$ cat src/design/gts_pkg.sv
// Shared types, constants and tables for the go-to-point steering block.
package gts_pkg;

  // CORDIC sizing.
  localparam int CORDIC_STEPS = 16;
  localparam int STEP_W       = 5;
  localparam int CW           = 36;

  // Angles are radians times 2^30.
  localparam logic signed [CW-1:0] ANG_PI     = CW'(64'd3373259426);
  localparam logic [29:0]          INV_GAIN   = 30'd652032874;

  // Error path and distance widths.
  localparam int D_W    = 38;
  localparam int ERR_W  = D_W - 17;
  localparam int MAG_W  = 35;
  localparam int DIST_W = 29;
  localparam logic signed [D_W-1:0] D_PI     = D_W'(64'd3373259426);
  localparam logic signed [D_W-1:0] D_TWO_PI = D_W'(64'd6746518852);

  // Divider sizing: quotients stay below 2^15 inside a slow-down zone.
  localparam int DIV_STEPS  = 15;
  localparam int DIV_STEP_W = 4;
  localparam int REM_W      = 38;
  localparam int DEN_W      = 23;

  // Stream payload widths.
  localparam int IN_W  = 128;
  localparam int OUT_W = 56;

  // Pipeline stage positions.
  localparam int ST_PRE = 0;
  localparam int ST_C0  = 1;
  localparam int ST_M1  = CORDIC_STEPS + 1;
  localparam int ST_M2  = ST_M1 + 1;
  localparam int ST_M3  = ST_M1 + 2;
  localparam int ST_M4  = ST_M1 + 3;
  localparam int ST_M5  = ST_M1 + 4;
  localparam int ST_M6  = ST_M1 + 5;
  localparam int ST_D0  = ST_M6 + 1;
  localparam int ST_OUT = ST_D0 + DIV_STEPS;
  localparam int NST    = ST_OUT + 1;

  // Configuration register indexes.
  typedef enum logic [2:0] {
    CFG_DIST_TOL,
    CFG_ANGLE_TOL,
    CFG_SLOW_DIST,
    CFG_SLOW_ANGLE,
    CFG_MAX_FWD,
    CFG_MIN_FWD,
    CFG_MAX_TURN,
    CFG_MIN_TURN
  } cfg_idx_t;

  // One CORDIC vector in flight.
  typedef struct packed {
    logic signed [CW-1:0] x;
    logic signed [CW-1:0] y;
    logic signed [CW-1:0] z;
    logic                 zero;
  } cordic_t;

  // One restoring division in flight.
  typedef struct packed {
    logic [REM_W-1:0]     rem;
    logic [DEN_W-1:0]     den;
    logic [DIV_STEPS-1:0] q;
  } div_t;

  // Flags and error that ride along the divider chain.
  typedef struct packed {
    logic        at_target;
    logic        facing;
    logic        tzone;
    logic        fzone;
    logic        neg;
    logic [15:0] err;
  } side_t;

  // Arctangent of 2^-i scaled by 2^30, truncated.
  function automatic logic signed [CW-1:0] atan_lut(input logic [STEP_W-1:0] i);
    logic signed [CW-1:0] a;
    case (i)
      5'd0:    a = CW'(32'h3243F6A8);
      5'd1:    a = CW'(32'h1DAC6705);
      5'd2:    a = CW'(32'h0FADBAFC);
      5'd3:    a = CW'(32'h07F56EA6);
      5'd4:    a = CW'(32'h03FEAB76);
      5'd5:    a = CW'(32'h01FFD55B);
      5'd6:    a = CW'(32'h00FFFAAA);
      5'd7:    a = CW'(32'h007FFF55);
      5'd8:    a = CW'(32'h003FFFEA);
      5'd9:    a = CW'(32'h001FFFFD);
      5'd10:   a = CW'(32'h000FFFFF);
      5'd11:   a = CW'(32'h0007FFFF);
      5'd12:   a = CW'(32'h0003FFFF);
      5'd13:   a = CW'(32'h0001FFFF);
      5'd14:   a = CW'(32'h0000FFFF);
      5'd15:   a = CW'(32'h00007FFF);
      5'd16:   a = CW'(32'h00003FFF);
      5'd17:   a = CW'(32'h00001FFF);
      5'd18:   a = CW'(32'h00000FFF);
      5'd19:   a = CW'(32'h000007FF);
      5'd20:   a = CW'(32'h000003FF);
      5'd21:   a = CW'(32'h000001FF);
      5'd22:   a = CW'(32'h000000FF);
      5'd23:   a = CW'(32'h0000007F);
      default: a = '0;
    endcase
    return a;
  endfunction

endpackage

$ cat src/design/gts_cordic_cell.sv
// One CORDIC vectoring cell: rotates the bearing and heading vectors by one step.
module gts_cordic_cell (
  input  logic                        clk,
  input  logic                        en,
  input  logic [gts_pkg::STEP_W-1:0]  step,
  input  gts_pkg::cordic_t            in_b,
  input  gts_pkg::cordic_t            in_h,
  output gts_pkg::cordic_t            out_b,
  output gts_pkg::cordic_t            out_h
);
  import gts_pkg::*;

  // Drive y toward zero and accumulate the rotation angle.
  function automatic cordic_t rotate(input cordic_t v, input logic [STEP_W-1:0] i);
    cordic_t r;
    logic signed [CW-1:0] xv;
    logic signed [CW-1:0] yv;
    logic signed [CW-1:0] xs;
    logic signed [CW-1:0] ys;
    logic signed [CW-1:0] a;
    xv = v.x;
    yv = v.y;
    xs = xv >>> i;
    ys = yv >>> i;
    a  = atan_lut(i);
    r.zero = v.zero;
    if (!yv[CW-1]) begin
      r.x = xv + ys;
      r.y = yv - xs;
      r.z = v.z + a;
    end else begin
      r.x = xv - ys;
      r.y = yv + xs;
      r.z = v.z - a;
    end
    return r;
  endfunction

  // Hand the rotated vectors to the next cell.
  always_ff @(posedge clk) begin
    if (en) begin
      out_b <= rotate(in_b, step);
      out_h <= rotate(in_h, step);
    end
  end

endmodule

$ cat config.mk
export PLATFORM = sky130hd
export DESIGN_NAME = gts_cordic_cell
export DESIGN_NICKNAME = d
export VERILOG_FILES = /design/src/design/gts_pkg.sv /design/src/design/gts_cordic_cell.sv
export SDC_FILE = /design/constraint.sdc
export NUM_CORES = 1
export LEC_CHECK = 0
export ABC_AREA = 1
export CAP_MARGIN = 15
export CORE_MARGIN = 2
export CORE_UTILIZATION = 60
export CTS_CLUSTER_SIZE = 10
export DETAILED_ROUTE_END_ITERATION = 12
export DONT_BUFFER_PORTS = 1
export PLACE_DENSITY_LB_ADDON = 0.1
export SLEW_MARGIN = 40
export SYNTH_ARGS = -nofsm -noshare
export SYNTH_HDL_FRONTEND = slang
export SYNTH_SLANG_ARGS = --single-unit
$ cat constraint.sdc
create_clock -name clk -period 5.3 [get_ports clk]
set_input_delay 0.265 -clock clk [delete_from_list [all_inputs] [get_ports clk]]
set_output_delay 0.265 -clock clk [all_outputs]
set_load 0.005 [all_outputs]
==> out/results.env <==
OUTCOME='finished with violations'
VIOLATIONS_IN_THE_FINAL_REPORTS='hold timing'
GRT_START_MAX_NET_PINS=219
P_LEAK_nW=16.5
DPL.CELL_COUNT=5758
WORST_HOLD_SLACK_PS=-200
YOSYS-TOP-CELLS-AREA='edfxtp_1 (21%), nand2_1 (20%), nand3_1 (12%), ha_1 (8.8%), xor2_1 (5.9%)'
TIMING.MAX_SLEW.REL_SLACK=0.122
SYNTH-SEQ-CELLS=218
SETUP_VIOLATIONS=0
TIMING.FINAL.CRIT_SHARE=0.888
SYNTHESIS.YOSYS.WARNINGS=0
SYNTH_AREA_IN_COMPOUND_GATES=0.125
CTS_ROOT_BUFFER='clkbuf_16'
WORSTSETUPENDPOINTTYPE='flop'
TIMING.HOLD.WORST_PATH_DEPTH=0
SYNTHCELLS=5209
TIGHTEST_SLEW_PS=1320
CLOCK_TREE.HTREE_LEVEL_COUNT=1
POSTSYNTH.TOPFLOPCELL='edfxtp_1'
CTS_HOLD_BUF=10
HOLD_START='en'
IOS=443
SYNTH-ADDER-AREA-SHARE=0.0920
POWER.TOTAL_mW=8.88
POSTLAYOUTSETUPSLACKWORST_PS=592
ANTENNA_VIOLATIONS_BEFORE_REPAIR=2
VIAS_IN_THE_FIRST_GLOBAL_ROUTE=32400
NETLIST-CELL-TYPE-COUNT=52
RSZ_0062_RAISED_AFTER_GLOBAL_ROUTING='no'
CTS_TREE='done'
SYN_NETS=5665
CLK_PATH_BUF_DEPTH=3
ROUTEDWLPERCELL_UM=21.0
CRITICAL_PATH_CLASS='primary input to flop'
CRITPATHLAUNCH='step[1]'
DRT.ANTENNA.VIOLATING_NETS=0
FINAL-HOLD-VIOLATION-COUNT=18
CTS_INSERTED_BUFFERS=27
SYNTH-XOR-AREA-SHARE=0.0791
DIE-AREA_MM2=0.0550
TIMING.CRITICAL_PATH.FANOUT_MAX=129
SYNTH-SIMPLE-AREA-SHARE=0.409
CLK_PIN_SLEW_WORST_PATHS_PS=60
PLACE_AREA_MM2=0.0322
CORE_MM2=0.0526
SYN_AREA_MM2=0.0319
GLOBAL_ROUTE_WIRE_LENGTH_BEFORE_REPAIR_MM=183
ASYNC_FLOP_SHARE=0
PLACE_WS_PS=205
VDD_IR_DROP_MAX_V=0.000288
PD_CELLS_mW_PER_MM2=268
MAX_FREQ_MHz=212
GRT_REMAINING_OVERFLOW=0
NETS=5565
PERIOD_NEEDED_PS=4710
SYNTH_SEQUENTIAL_AREA_RATIO=0.205
HP-CLASS='primary input to flop'
CAP_VIOLATIONS=0
DRT_FIRST_PASS_ITERS=7
SYN_AREA_CELL_UM2=6.12
DIE_H_UM=235
INITIAL_UTILIZATION=0.607
ROUTABILITYCONGESTION=1.07
CRIT_SLOWEST_CELL='buf_12'
CTS_SINKS=218
DRIVE_ABOVE_1_SHARE=0.0422
CP_DATA_REQUIRED_TIME_PS=5640
TNS_PS=0
FINALINSTANCEAREA_MM2=0.0331
PLACEMENTROWS=84
LAYOUT.CORE_UTILIZATION=0.630
VIAS_PER_CELL=6.22
DRC_VIOLATIONS_LEFT=0
FIN_CELLS=5808
FP.DIEW_UM=235
SYNTH_TOP_FAMILY_BY_AREA='simple AND/OR/NAND/NOR gates'
GROUTE.USAGE.OVERALL=0.424
SYNTH-EDFF-COUNT=218
FINAL.FILL_COUNT=5171
DRTITER0DRC=4601
AREA_GROWTH_PCT=3.76
BUFFER_PORTS.INSERTED=0
TIMING.HOLD.WORST_ENDPOINT='out_b[92]'
VIA_COUNT=36100
POST-SYNTH-TOP-AREA-FRACTION=0.205
CP.ARRIVAL_PS=5040
DETAILED_PLACE_HPWL_MM=97.6
ROUTED_WIRELENGTH_MM=122
WORST_SETUP_PATH_START_KIND='primary input'
SYNTH_TOP_AREA_CELL='edfxtp_1'
SYNTH.MUX.AREA_FRACTION=0
FINAL_REPORT_MAX_SLEW_VIOLATION_COUNT=0
WORST_PATH_LARGEST_CELL_DELAY_PS=450
-- Yosys cell counts (3+ instances only) --
master	instances
xnor2_1	73
nand4_1	49
o31ai_1	5
o21ai_0	213
fa_1	6
buf_4	13
o21ai_2	9
buf_2	76
edfxtp_1	218
xor2_1	215
buf_6	12
o21bai_1	7
nor2_1	415
a31oi_1	56
clkbuf_1	44
and3_1	4
buf_1	34
inv_1	475
o21a_1	8
o221ai_1	17
a21oi_2	7
clkinv_1	4
or2_2	4
nand2_2	40
a21oi_1	270
nor2_4	3
nor2_2	22
a21boi_0	12
ha_1	225
a221oi_1	7
inv_2	33
and2_1	6
nand3_2	15
nor3_1	29
o211ai_1	19
nor4_1	8
a21o_1	34
a211oi_1	3
nand3b_1	9
nand3_1	766
nand2_1	1697
o21ai_1	33
-- cells by family (layout without fill, tap and decap cells) --
kind of cell	after synthesis	count (layout)
AND/OR/NAND/NOR	3072	3072
flip-flops	218	218
other	0	2
AO/OA/AOI/OAI	706	706
XOR/XNOR	288	288
adder cells (fa/ha/maj)	231	231
buffers and inverters	694	603
-- worst max-delay path by stage --
stage	to	slack, ps	depth (start not counted)
final	out_b[72]	590	27
after global routing	out_b[102]	360	28
after CTS	out_b[102]	800	28
after detailed placement	out_b[102]	210	28
after global placement	out_h[63]	380	22
after floorplan	out_h[30]	1140	22
-- area by class of cell --
class	count	area, µm²	share of cell area
Tap cell	688	861	0.0260
Multi-Input combinational cell	4297	22500	0.680
Timing Repair Buffer	51	483	0.0146
Clock buffer	30	687	0.0208
Inverter	514	1940	0.0585
Sequential cell	218	6550	0.198
Clock inverter	8	57.6	0.00174
Antenna cell	2	5.00	0.000151
-- layer usage --
metal / vias to the layer above / global-route usage / wire length, µm
met3: 432 / 0.103 / 15000
met5: - / 0 / 0
met1: 16200 / 0.535 / 46400
li1: 17100 / - / -
met4: 0 / 0.226 / 7600
met2: 2306 / 0.667 / 53100
-- state kept, by name (all words and copies together) (netlist names) --
signal	flops
out_b	109
out_h	109
-- layout by cell type, fill, tap and decap left out, drive strengths merged, types with 7 or more instances in the layout --
cell,instances
a31oi,56
ha,225
nor2,440
nor4,8
o21bai,7
nand4,49
edfxtp,218
a21oi,278
inv,511
a21o,34
nand3b,9
clkbuf,30
o221ai,17
o21a,8
a221oi,7
a21boi,12
nand3,781
nor3,30
nand2,1738
xnor2,73
o211ai,19
xor2,215
clkinv,10
dlygate4sd3,10
buf,41
o21ai,255
-- where the power goes --
group          internal (mW)  switching [mW]  leakage [nW]
combinational           1.46            2.88          14.0
clock                  0.950           0.743         0.364
sequential              2.57           0.276          2.13
total                   4.98            3.90          16.5
-- critical path: cells and delay by family --
family / cells / cell delay, ps
simple gates: 14 / 1840
compound gates: 6 / 1240
buf+inv: 4 / 660
fa+ha+maj: 2 / 610
xor+xnor: 1 / 310
-- timing repair --
action	in CTS	in global routing
endpoints found under the hold margin	229	218
setup buffers	0	0
resized for setup	0	0
Note: power is estimated with default switching activity, not from simulation.
