--- config.mk ---
export PLATFORM = sky130hd
export DESIGN_NAME = gts_div_cell
export DESIGN_NICKNAME = d
export VERILOG_FILES = /design/src/design/gts_pkg.sv /design/src/design/gts_div_cell.sv
export SDC_FILE = /design/constraint.sdc
export NUM_CORES = 1
export LEC_CHECK = 0
export BUFFER_PORTS_ARGS = -buffer_cell sky130_fd_sc_hd__buf_2
export CAP_MARGIN = 20
export CORE_ASPECT_RATIO = 0.75
export CORE_UTILIZATION = 60
export CTS_BUF_LIST = sky130_fd_sc_hd__clkbuf_8
export DETAILED_ROUTE_END_ITERATION = 8
export PLACE_DENSITY = 0.89
export SETUP_SLACK_MARGIN = 0.2
export SYNTH_ARGS = -nofsm -noshare
export SYNTH_HDL_FRONTEND = slang
export SYNTH_SLANG_ARGS = --single-unit
--- constraint.sdc ---
create_clock -name clk -period 7.86 [get_ports clk]
set_input_delay 1.965 -clock clk [delete_from_list [all_inputs] [get_ports clk]]
set_output_delay 1.965 -clock clk [all_outputs]
set_load 0.02 [all_outputs]
--- src/design/gts_pkg.sv ---
// Shared types, constants and tables for the go-to-point steering block.
package gts_pkg;

  // CORDIC sizing.
  localparam int CORDIC_STEPS = 16;
  localparam int STEP_W       = 5;
  localparam int CW           = 36;

  // Angles are radians times 2^30.
  localparam logic signed [CW-1:0] ANG_PI     = CW'(64'd3373259426);
  localparam logic [29:0]          INV_GAIN   = 30'd652032874;

  // Error path and distance widths.
  localparam int D_W    = 38;
  localparam int ERR_W  = D_W - 17;
  localparam int MAG_W  = 35;
  localparam int DIST_W = 29;
  localparam logic signed [D_W-1:0] D_PI     = D_W'(64'd3373259426);
  localparam logic signed [D_W-1:0] D_TWO_PI = D_W'(64'd6746518852);

  // Divider sizing: quotients stay below 2^15 inside a slow-down zone.
  localparam int DIV_STEPS  = 15;
  localparam int DIV_STEP_W = 4;
  localparam int REM_W      = 38;
  localparam int DEN_W      = 23;

  // Stream payload widths.
  localparam int IN_W  = 128;
  localparam int OUT_W = 56;

  // Pipeline stage positions.
  localparam int ST_PRE = 0;
  localparam int ST_C0  = 1;
  localparam int ST_M1  = CORDIC_STEPS + 1;
  localparam int ST_M2  = ST_M1 + 1;
  localparam int ST_M3  = ST_M1 + 2;
  localparam int ST_M4  = ST_M1 + 3;
  localparam int ST_M5  = ST_M1 + 4;
  localparam int ST_M6  = ST_M1 + 5;
  localparam int ST_D0  = ST_M6 + 1;
  localparam int ST_OUT = ST_D0 + DIV_STEPS;
  localparam int NST    = ST_OUT + 1;

  // Configuration register indexes.
  typedef enum logic [2:0] {
    CFG_DIST_TOL,
    CFG_ANGLE_TOL,
    CFG_SLOW_DIST,
    CFG_SLOW_ANGLE,
    CFG_MAX_FWD,
    CFG_MIN_FWD,
    CFG_MAX_TURN,
    CFG_MIN_TURN
  } cfg_idx_t;

  // One CORDIC vector in flight.
  typedef struct packed {
    logic signed [CW-1:0] x;
    logic signed [CW-1:0] y;
    logic signed [CW-1:0] z;
    logic                 zero;
  } cordic_t;

  // One restoring division in flight.
  typedef struct packed {
    logic [REM_W-1:0]     rem;
    logic [DEN_W-1:0]     den;
    logic [DIV_STEPS-1:0] q;
  } div_t;

  // Flags and error that ride along the divider chain.
  typedef struct packed {
    logic        at_target;
    logic        facing;
    logic        tzone;
    logic        fzone;
    logic        neg;
    logic [15:0] err;
  } side_t;

  // Arctangent of 2^-i scaled by 2^30, truncated.
  function automatic logic signed [CW-1:0] atan_lut(input logic [STEP_W-1:0] i);
    logic signed [CW-1:0] a;
    case (i)
      5'd0:    a = CW'(32'h3243F6A8);
      5'd1:    a = CW'(32'h1DAC6705);
      5'd2:    a = CW'(32'h0FADBAFC);
      5'd3:    a = CW'(32'h07F56EA6);
      5'd4:    a = CW'(32'h03FEAB76);
      5'd5:    a = CW'(32'h01FFD55B);
      5'd6:    a = CW'(32'h00FFFAAA);
      5'd7:    a = CW'(32'h007FFF55);
      5'd8:    a = CW'(32'h003FFFEA);
      5'd9:    a = CW'(32'h001FFFFD);
      5'd10:   a = CW'(32'h000FFFFF);
      5'd11:   a = CW'(32'h0007FFFF);
      5'd12:   a = CW'(32'h0003FFFF);
      5'd13:   a = CW'(32'h0001FFFF);
      5'd14:   a = CW'(32'h0000FFFF);
      5'd15:   a = CW'(32'h00007FFF);
      5'd16:   a = CW'(32'h00003FFF);
      5'd17:   a = CW'(32'h00001FFF);
      5'd18:   a = CW'(32'h00000FFF);
      5'd19:   a = CW'(32'h000007FF);
      5'd20:   a = CW'(32'h000003FF);
      5'd21:   a = CW'(32'h000001FF);
      5'd22:   a = CW'(32'h000000FF);
      5'd23:   a = CW'(32'h0000007F);
      default: a = '0;
    endcase
    return a;
  endfunction

endpackage

--- src/design/gts_div_cell.sv ---
// One restoring-division cell: settles one quotient bit of both speed divisions.
module gts_div_cell (
  input  logic                            clk,
  input  logic                            en,
  input  logic [gts_pkg::DIV_STEP_W-1:0]  step,
  input  gts_pkg::div_t                   in_t,
  input  gts_pkg::div_t                   in_f,
  output gts_pkg::div_t                   out_t,
  output gts_pkg::div_t                   out_f
);
  import gts_pkg::*;

  // Subtract the shifted divisor when it fits and set the quotient bit.
  function automatic div_t settle(input div_t v, input logic [DIV_STEP_W-1:0] k);
    div_t r;
    logic [REM_W-1:0] sh;
    sh = REM_W'(v.den) << k;
    r  = v;
    if (v.rem >= sh) begin
      r.rem = v.rem - sh;
      r.q   = v.q | (DIV_STEPS'(1) << k);
    end
    return r;
  endfunction

  // Pass the partial results to the next cell.
  always_ff @(posedge clk) begin
    if (en) begin
      out_t <= settle(in_t, step);
      out_f <= settle(in_f, step);
    end
  end

endmodule

==> impl_metrics.ini, run 1 <==
[status]
status = completed

[timing]
final_max_slew_viol_count = 0
setup_total_negative_slack_ns = 0
hold_viol = 0
timing.final.crit_period_ns = 6.76
setup_ws_ns = 1.10
fmaxAchievable_mhz = 148
fin_crit_sh_pct = 86.0
slew_headroom_pct = 33.3
setup_repair_after_global_routing_missed_its_margin = false
tightest_slew_ns = 0.997
timing.final.setup_violations = 0

[logic_synthesis]
yosys.area_share.simple_pct = 13.5
yosysSeqAreaShare_pct = 36.8
synth.mux.area_fraction_pct = 11.6
synth_enable_flop_cells = 152
main_combinational_cell_family_by_area_after_synthesis = compound AO/OA/AOI/OAI gates
syn_avg_cell_area_um2 = 9.60
yosys_register_bits = 152
async_reset_ff_share_pct = 0
synth-compound-area-share_pct = 22.1
adder_cell_share_of_the_synthesized_area_pct = 8.18
synthesis.nets = 1531
synth_warnings = 0
post_synth_instance_area_um2 = 12400
synthFlopType = edfxtp_1
syn_inst = 1293
ys_types = 80
post_synth_xor_area_fraction_pct = 4.02

[clock_tree]
cts.htree.levels = 4
tritoncts_clock_tree = done
ctsHoldBuffers = 0
cts-root-buf = clkbuf_8
cts.path.max_buffers = 2
ctsResizeCount = 0
post-cts-setup-buffer-count = 0
clock_buffer_count_from_cts = 17
clock-sinks = 152
cts_clock_pin_slew_for_the_worst_setup_and_hold_paths_ns = 0.09

[floorplanning]
die_area_um2 = 21300
fp.coreArea_um2 = 20300
fp-row-count = 45
initial_core_utilization_pct = 61.3
ioPinCount = 310
die_h_um = 127
die-width_um = 168

[pwr]
p_sw_mw = 1.14
internal_pwr_total_mw = 1.82
power_density_nw_per_um2 = 204
static-leakage-power_nw = 6.16
share_seq_of_total_power_pct = 35.8
pwr-share-clk_pct = 22.4
total_power_mw = 2.96
p_sw_share_pct = 38.4
comb_power_share_pct = 41.7
vdd_ir_drop_max_v = 0.000146

[drt]
wl_mm = 42.8
antenna_violating_nets_post_route = 0
route.vias.total = 12138
drt_drc_violations_left = 0
dr.first_iter.drc_count = 1668
detail_route.wl_per_cell_um = 23.3
drt_pre_antenna_iters = 6
routed_via_density = 6.60

[worst_setup_path]
critical_path_peak_fanout = 43
start_kind = input pin
end_kind = flop
timing_worst_setup_path_type = input pin to flop
cp_data_arrival_time_ns = 6.97
worstPathRequired_ns = 8.07

[finish]
post_route_cells_drive_above_1_share_pct = 26.7
multi_input_area_um2 = 7390
seqCellArea_um2 = 4560
num-fill-cells = 1654
layout_common_cells = buf_2 (308), edfxtp_1 (152), a21oi_1 (134)
layout_commonest_cell = buf_2
num-nets-final = 1804
areaGrowthSynthToFinish_pct = 16.9

[global_route]
grt_first_pass_wirelength_mm = 64.3
grt_remaining_overflow = 0
antenna_found_initial = 5
first_global_vias = 11200
grt_max_degree = 83
grt_usage_pct = 40.2

[placement]
place_worst_setup_slack_ns = 0.797
gp_routability_congestion = 1.04
place.port_buffers = 309
dp_hpwl_mm = 33.9

[job]
number_of_maximum_capacitance_constraint_violations = 0

[min_path]
hp-class = input pin to flop
[worst paths after layout]
path	endpoint	start	cells past startpoint	slack (ns)
worst max-delay path	out_t[58]	step[0]	16	1.10
worst min-delay path	out_t[18]	in_t[18]	1	1.72
[routing by layer]
layer	part of all wire (%)	wire (µm)	GRT usage, %	vias up
met5	0.072	31	0	-
met4	2.9	1260	13.7	4
met3	14	5950	12.3	90
met2	42	17800	59.5	872
met1	41	17700	55.9	5703
li1	-	-	-	5469
[sequential cells by signal (all words and copies together) (netlist names)]
| signal | flops |
|---|---|
| out_f | 76 |
| out_t | 76 |
[synthesized netlist by cell type, types with 28 or more instances]
cell,number,area share (%)
edfxtp_1,152,37
a21oi_1,134,5.4
nand2_1,107,3.2
nor2_1,100,3.0
ha_1,78,7.9
mux2i_1,69,5.6
o21ai_0,69,2.8
xnor2_1,42,3.0
nand3_1,39,1.6
a21o_1,38,2.3
clkbuf_1,33,1.0
inv_1,28,0.85
[power groups by stage]
stage	registers [mW]	logic (mW)	clock network [mW]
after floorplan	1.22	0.682	0
after global placement	1.07	1.18	0
after detailed placement	1.08	1.19	0
after CTS	1.06	1.20	0.662
after global routing	1.07	1.32	0.694
final	1.06	1.23	0.664
[metrics by stage]
stage	instance area [µm²]	cells	hold slack [ns]	utilization, %
global route	14500	1839	1.71	71.6
floorplan	12400	1293	2.06	-
CTS	14500	1836	1.71	71.6
finish	14500	1839	1.72	71.6
global placement	14100	1805	2.18	69.5
detailed placement	14100	1805	2.19	69.5
[cells by family after synthesis]
logic type | after synthesis
AOI/OAI and AO/OA | 413
and+or+nand+nor | 358
DFF | 152
muxes | 128
buffers and inverters | 105
adders and majority gates | 80
xor gates and xnor gates | 57
[layout make-up]
cell class | instances | share of cell area (%)
clock buffer | 17 | 1.61
timing repair buffer | 328 | 11.7
antenna | 3 | 0.0517
multi-input combinational | 1036 | 50.9
sequential | 152 | 31.4
inverter | 31 | 0.802
tap | 258 | 2.22
clock inverter | 14 | 1.28
[critical path: stages]
cell and delay, ns:
buf_2 0.68, buf_4 0.41, buf_4 0.21, mux2i_1 0.27, mux2i_1 0.14, mux2i_1 0.26, nand2_1 0.15, o21ai_0 0.13
ha_1 0.33, nand2_1 0.17, or3_1 0.44, a21oi_4 0.26, o2111ai_4 0.21, a211o_1 0.54, nand2_8 0.38, mux2_1 0.38
No activity file was read; power rests on OpenSTA's default activity.
==> inputs of run 2 (changes only) <==
--- a/config.mk
+++ b/config.mk
@@ -8,10 +8,9 @@
 export BUFFER_PORTS_ARGS = -buffer_cell sky130_fd_sc_hd__buf_2
 export CAP_MARGIN = 20
 export CORE_ASPECT_RATIO = 0.75
-export CORE_UTILIZATION = 60
+export CORE_UTILIZATION = 30
 export CTS_BUF_LIST = sky130_fd_sc_hd__clkbuf_8
 export DETAILED_ROUTE_END_ITERATION = 8
-export PLACE_DENSITY = 0.89
 export SETUP_SLACK_MARGIN = 0.2
 export SYNTH_ARGS = -nofsm -noshare
 export SYNTH_HDL_FRONTEND = slang
==> run 2 against run 1 <==
Effect of this change: clock power about the same; first-iteration DRC count fell by 27%; sequential cell count unchanged; core utilization shrank 35 points; worst setup slack improved by 0.15 ns; design area rose by 2.7%; count of clock-buffer cells in the layout unchanged; sequential power hardly changed; sequential share of layout area fell by 0.83 points; final cell count increased by 15%; via count is 4.3% lower; critical path type unchanged; largest power group unchanged.
==> impl_metrics.ini, run 2 (synthesized netlist as in run 1, its figures left out) <==
[finish]
areaGrowthSynthToFinish_pct = 20.1
layout_common_cells = buf_2 (308), edfxtp_1 (152), a21oi_1 (134)
largest_regs = out_f (76), out_t (76)
num-nets-final = 1810
post_route_cells_drive_above_1_share_pct = 27.4
final_core_utilization_pct = 36.6
layout_commonest_cell = buf_2

[clock_tree]
cts-root-buf = clkbuf_8
clock_buffer_count_from_cts = 17
cts_clock_pin_slew_for_the_worst_setup_and_hold_paths_ns = 0.11
cts.path.max_buffers = 2
post-cts-setup-buffer-count = 0
ctsResizeCount = 0
ctsHoldBuffers = 0
cts.htree.levels = 4
clock-sinks = 152
tritoncts_clock_tree = done

[timing]
hold_viol = 0
setup_repair_after_global_routing_missed_its_margin = false
fin_crit_sh_pct = 84.0
setup_total_negative_slack_ns = 0
slew_headroom_pct = 34.3
final_max_slew_viol_count = 0
timing.final.setup_violations = 0
timing.final.crit_period_ns = 6.61
tightest_slew_ns = 0.985
fmaxAchievable_mhz = 151

[worst_setup_path]
slowest_delay_ns = 0.66
timing_worst_setup_path_type = input pin to flop
critPathMostFrequentCell = a21o_1
crit_slowest_cell = buf_2
cp_data_arrival_time_ns = 6.92
start_kind = input pin
critical_path_peak_fanout = 35
worstPathRequired_ns = 8.17
path_buf_inv = 2
timing.critical_path.max_delay_family = compound AO/OA/AOI/OAI gates
crit_path_cell_chain = buf_2, mux4_2, mux2i_1, nor2_1, a21oi_1, ha_1, a21o_1, o31ai_1, a31oi_1, a21oi_2, o21ai_4, buf_4, and2_1, a21o_1
end_kind = flop

[min_path]
holdPathStages = 1
hold_end = out_t[23]
hp-class = input pin to flop
hold_path.startpoint = in_t[23]

[global_route]
grt_max_degree = 82
grt_first_pass_wirelength_mm = 67.9
grtUsageMet1_pct = 32.5
grt_usage_pct = 21.6
met3_usage_pct = 4.91
globalRouteMet2Util_pct = 30.8
first_global_vias = 10787
antenna_found_initial = 4
busiest_layer = met1
grt_remaining_overflow = 0

[floorplanning]
die_h_um = 178
die-width_um = 237
die_area_um2 = 42200
fp.coreArea_um2 = 40800
ioPinCount = 310
initial_core_utilization_pct = 30.5
fp-row-count = 64

[placement]
gp_routability_congestion = 0.935
dp_hpwl_mm = 37.0
place.port_buffers = 309

[drt]
antenna_violating_nets_post_route = 0
detail_route.wl_per_cell_um = 21.8
wl_mm = 46.1
drt_pre_antenna_iters = 6
routed_via_density = 5.49
drt_drc_violations_left = 0
dr.first_iter.drc_count = 1210
route.vias.total = 11614

[pwr]
power_density_nw_per_um2 = 198
vdd_ir_drop_max_v = 0.000108
static-leakage-power_nw = 6.18

[status]
status = completed

[job]
number_of_maximum_capacitance_constraint_violations = 0
## run 2: cell type report
class,instances,area [µm²]
Multi-Input combinational cell,1036,7390
Timing Repair Buffer,334,1750
Clock inverter,15,179
Inverter,31,116
Clock buffer,17,234
Sequential cell,152,4560
Fill cell,4180,25800
Tap cell,528,661
Antenna cell,4,10.0
## run 2: how the worst max path moves through the flow
stage,from,endpoint,cells past startpoint
after floorplan,step[0],out_t[61],18
after global placement,step[0],out_f[39],12
after detailed placement,step[0],out_f[73],15
after CTS,step[0],out_f[9],15
after global routing,step[0],out_f[9],15
final,step[0],out_f[5],14
## run 2: per-stage QoR
step	setup WS (ns)	hold WS, ns	area, µm²	std cells	power (mW)
after global routing	1.04	1.62	14900	2115	3.11
after detailed placement	0.870	2.20	14500	2081	2.29
after global placement	0.875	2.19	14500	2081	2.29
final	1.25	1.63	14900	2117	2.95
after CTS	1.46	1.60	14900	2113	2.96
after floorplan	1.93	2.06	12400	1293	1.90
## run 2: power breakdown
| part | switching (mW) | leakage, nW | internal [mW] |
|---|---|---|---|
| logic | 0.780 | 4.49 | 0.450 |
| clock network | 0.394 | 0.200 | 0.269 |
| registers | 0.0282 | 1.49 | 1.03 |
## run 2: layer usage
metal | vias up | wire length [µm]
li1 | 5484 | -
met1 | 5598 | 22900
met2 | 502 | 19100
met3 | 30 | 3640
met4 | 0 | 476
met5 | - | 0
==> inputs of run 3 (changes only) <==
==> constraint.sdc (replaced) <==
create_clock -name clk -period 6.8 [get_ports clk]
set_input_delay 1.7 -clock clk [delete_from_list [all_inputs] [get_ports clk]]
set_output_delay 1.7 -clock clk [all_outputs]
set_load 0.02 [all_outputs]
==> run 3 against run 2 <==
Effect of this change: non-clock buffer count is 9 higher; first-iteration DRC count fell by 5.1%; final cell count increased by 0.38%; clock power up 4.8%; core utilization is 0.071 points higher; via count up 0.71%; sequential power up 15%; design area increased by 0.19%; worst setup slack worse by 0.44 ns; die area unchanged; largest power group unchanged.
==> impl_metrics.ini, run 3 (synthesized netlist as in run 1, its figures left out) <==
[status]
status = completed

[drt]
drt_drc_violations_left = 0
dr.first_iter.drc_count = 1148
drt_pre_antenna_iters = 6
route.vias.total = 11696
antenna_violating_nets_post_route = 0
routed_via_density = 5.50
detail_route.wl_per_cell_um = 21.7
wl_mm = 46.1

[placement]
gp_routability_congestion = 0.936
place.port_buffers = 309
dp_hpwl_mm = 37.0

[global_route]
antenna_found_initial = 3
grt_first_pass_wirelength_mm = 67.4
grt_max_degree = 71
grt_usage_pct = 21.4
grt_remaining_overflow = 0
first_global_vias = 10860

[min_path]
holdPathStages = 1
hold_path.startpoint = in_t[23]
hp-class = input pin to flop
hold_end = out_t[23]

[finish]
layout_common_cells = buf_2 (308), edfxtp_1 (152), a21oi_1 (134)
largest_regs = out_f (76), out_t (76)
post_route_cells_drive_above_1_share_pct = 27.8
layout_commonest_cell = buf_2
areaGrowthSynthToFinish_pct = 20.3
num-fill-cells = 4138
multi_input_area_um2 = 7390
num-nets-final = 1819
seqCellArea_um2 = 4560

[clock_tree]
cts_clock_pin_slew_for_the_worst_setup_and_hold_paths_ns = 0.12
post-cts-setup-buffer-count = 0
cts.htree.levels = 4
tritoncts_clock_tree = done
clock-sinks = 152
cts.path.max_buffers = 2
clock_buffer_count_from_cts = 17
ctsResizeCount = 0
cts-root-buf = clkbuf_8
ctsHoldBuffers = 0

[timing]
hold-worst-slack_ns = 1.36
timing.final.crit_period_ns = 5.99
timing.final.setup_violations = 0
tightest_slew_ns = 0.991
setup_repair_after_global_routing_missed_its_margin = false
hold_viol = 0
fmaxAchievable_mhz = 167
slew_headroom_pct = 33.9
setup_total_negative_slack_ns = 0
final_max_slew_viol_count = 0
fin_crit_sh_pct = 88.1

[worst_setup_path]
cp_data_arrival_time_ns = 6.41
critical_path_peak_fanout = 31
end_kind = flop
start_kind = input pin
timing_worst_setup_path_type = input pin to flop
worstPathRequired_ns = 7.21

[job]
number_of_maximum_capacitance_constraint_violations = 0

[floorplanning]
die_area_um2 = 42200
initial_core_utilization_pct = 30.5
die-width_um = 237
die_h_um = 178
fp.coreArea_um2 = 40800
ioPinCount = 310
fp-row-count = 64

[pwr]
static-leakage-power_nw = 6.21
vdd_ir_drop_max_v = 0.000121
power_density_nw_per_um2 = 224
## run 3: worst max-delay path by stage
stage,startpoint,endpoint,slack [ns],cells past startpoint
final,step[0],out_f[13],0.81,17
after global routing,step[0],out_f[13],0.45,16
after CTS,step[0],out_f[13],0.80,16
after detailed placement,step[0],out_f[9],0.26,16
after global placement,step[0],out_f[5],0.31,16
after floorplan,step[0],out_t[61],1.13,18
## run 3: cell type report
type	instances	share of cell area, %
Tap cell	528	4.42
Multi-Input combinational cell	1036	49.5
Clock inverter	15	0.871
Clock buffer	17	1.57
Timing Repair Buffer	343	12.3
Inverter	31	0.779
Antenna cell	3	0.0503
Sequential cell	152	30.6
## run 3: critical path, stage by stage
cell and delay, ns:
buf_2 0.46, buf_4 0.25, mux4_2 0.54, mux2i_1 0.24
nor2_1 0.08, a21oi_1 0.23, ha_1 0.30, a21o_1 0.19
o211a_1 0.15, o31ai_1 0.08, buf_4 0.15, a31oi_1 0.49
a21oi_2 0.22, o21ai_4 0.71, buf_4 0.28, and2_1 0.20
a21o_1 0.13
## run 3: per-layer routing
layer	GRT usage [%]	part of all wire (%)	vias to the layer above
li1	-	-	5517
met1	32.4	51	5613
met2	30.1	41	523
met3	4.78	7.0	43
met4	5.41	1.6	0
met5	0	0	-
## run 3: report_power, final
part | leakage, nW | switching [mW] | total (mW) | internal [mW]
clock | 0.182 | 0.432 | 0.695 | 0.264
sequential | 1.49 | 0.0321 | 1.22 | 1.19
combinational | 4.54 | 0.907 | 1.43 | 0.527
total | 6.21 | 1.37 | 3.35 | 1.98
## run 3: per-stage QoR
step                power [mW]  instances  area [µm²]  util [%]  setup WS [ns]
floorplan                 2.19       1293       12400         -           1.13
global placement          2.65       2090       14600      35.7          0.311
detailed placement        2.65       2090       14600      35.7          0.255
CTS                       3.35       2122       14900      36.6          0.805
global route              3.53       2122       14900      36.6          0.455
finish                    3.35       2125       14900      36.7          0.810
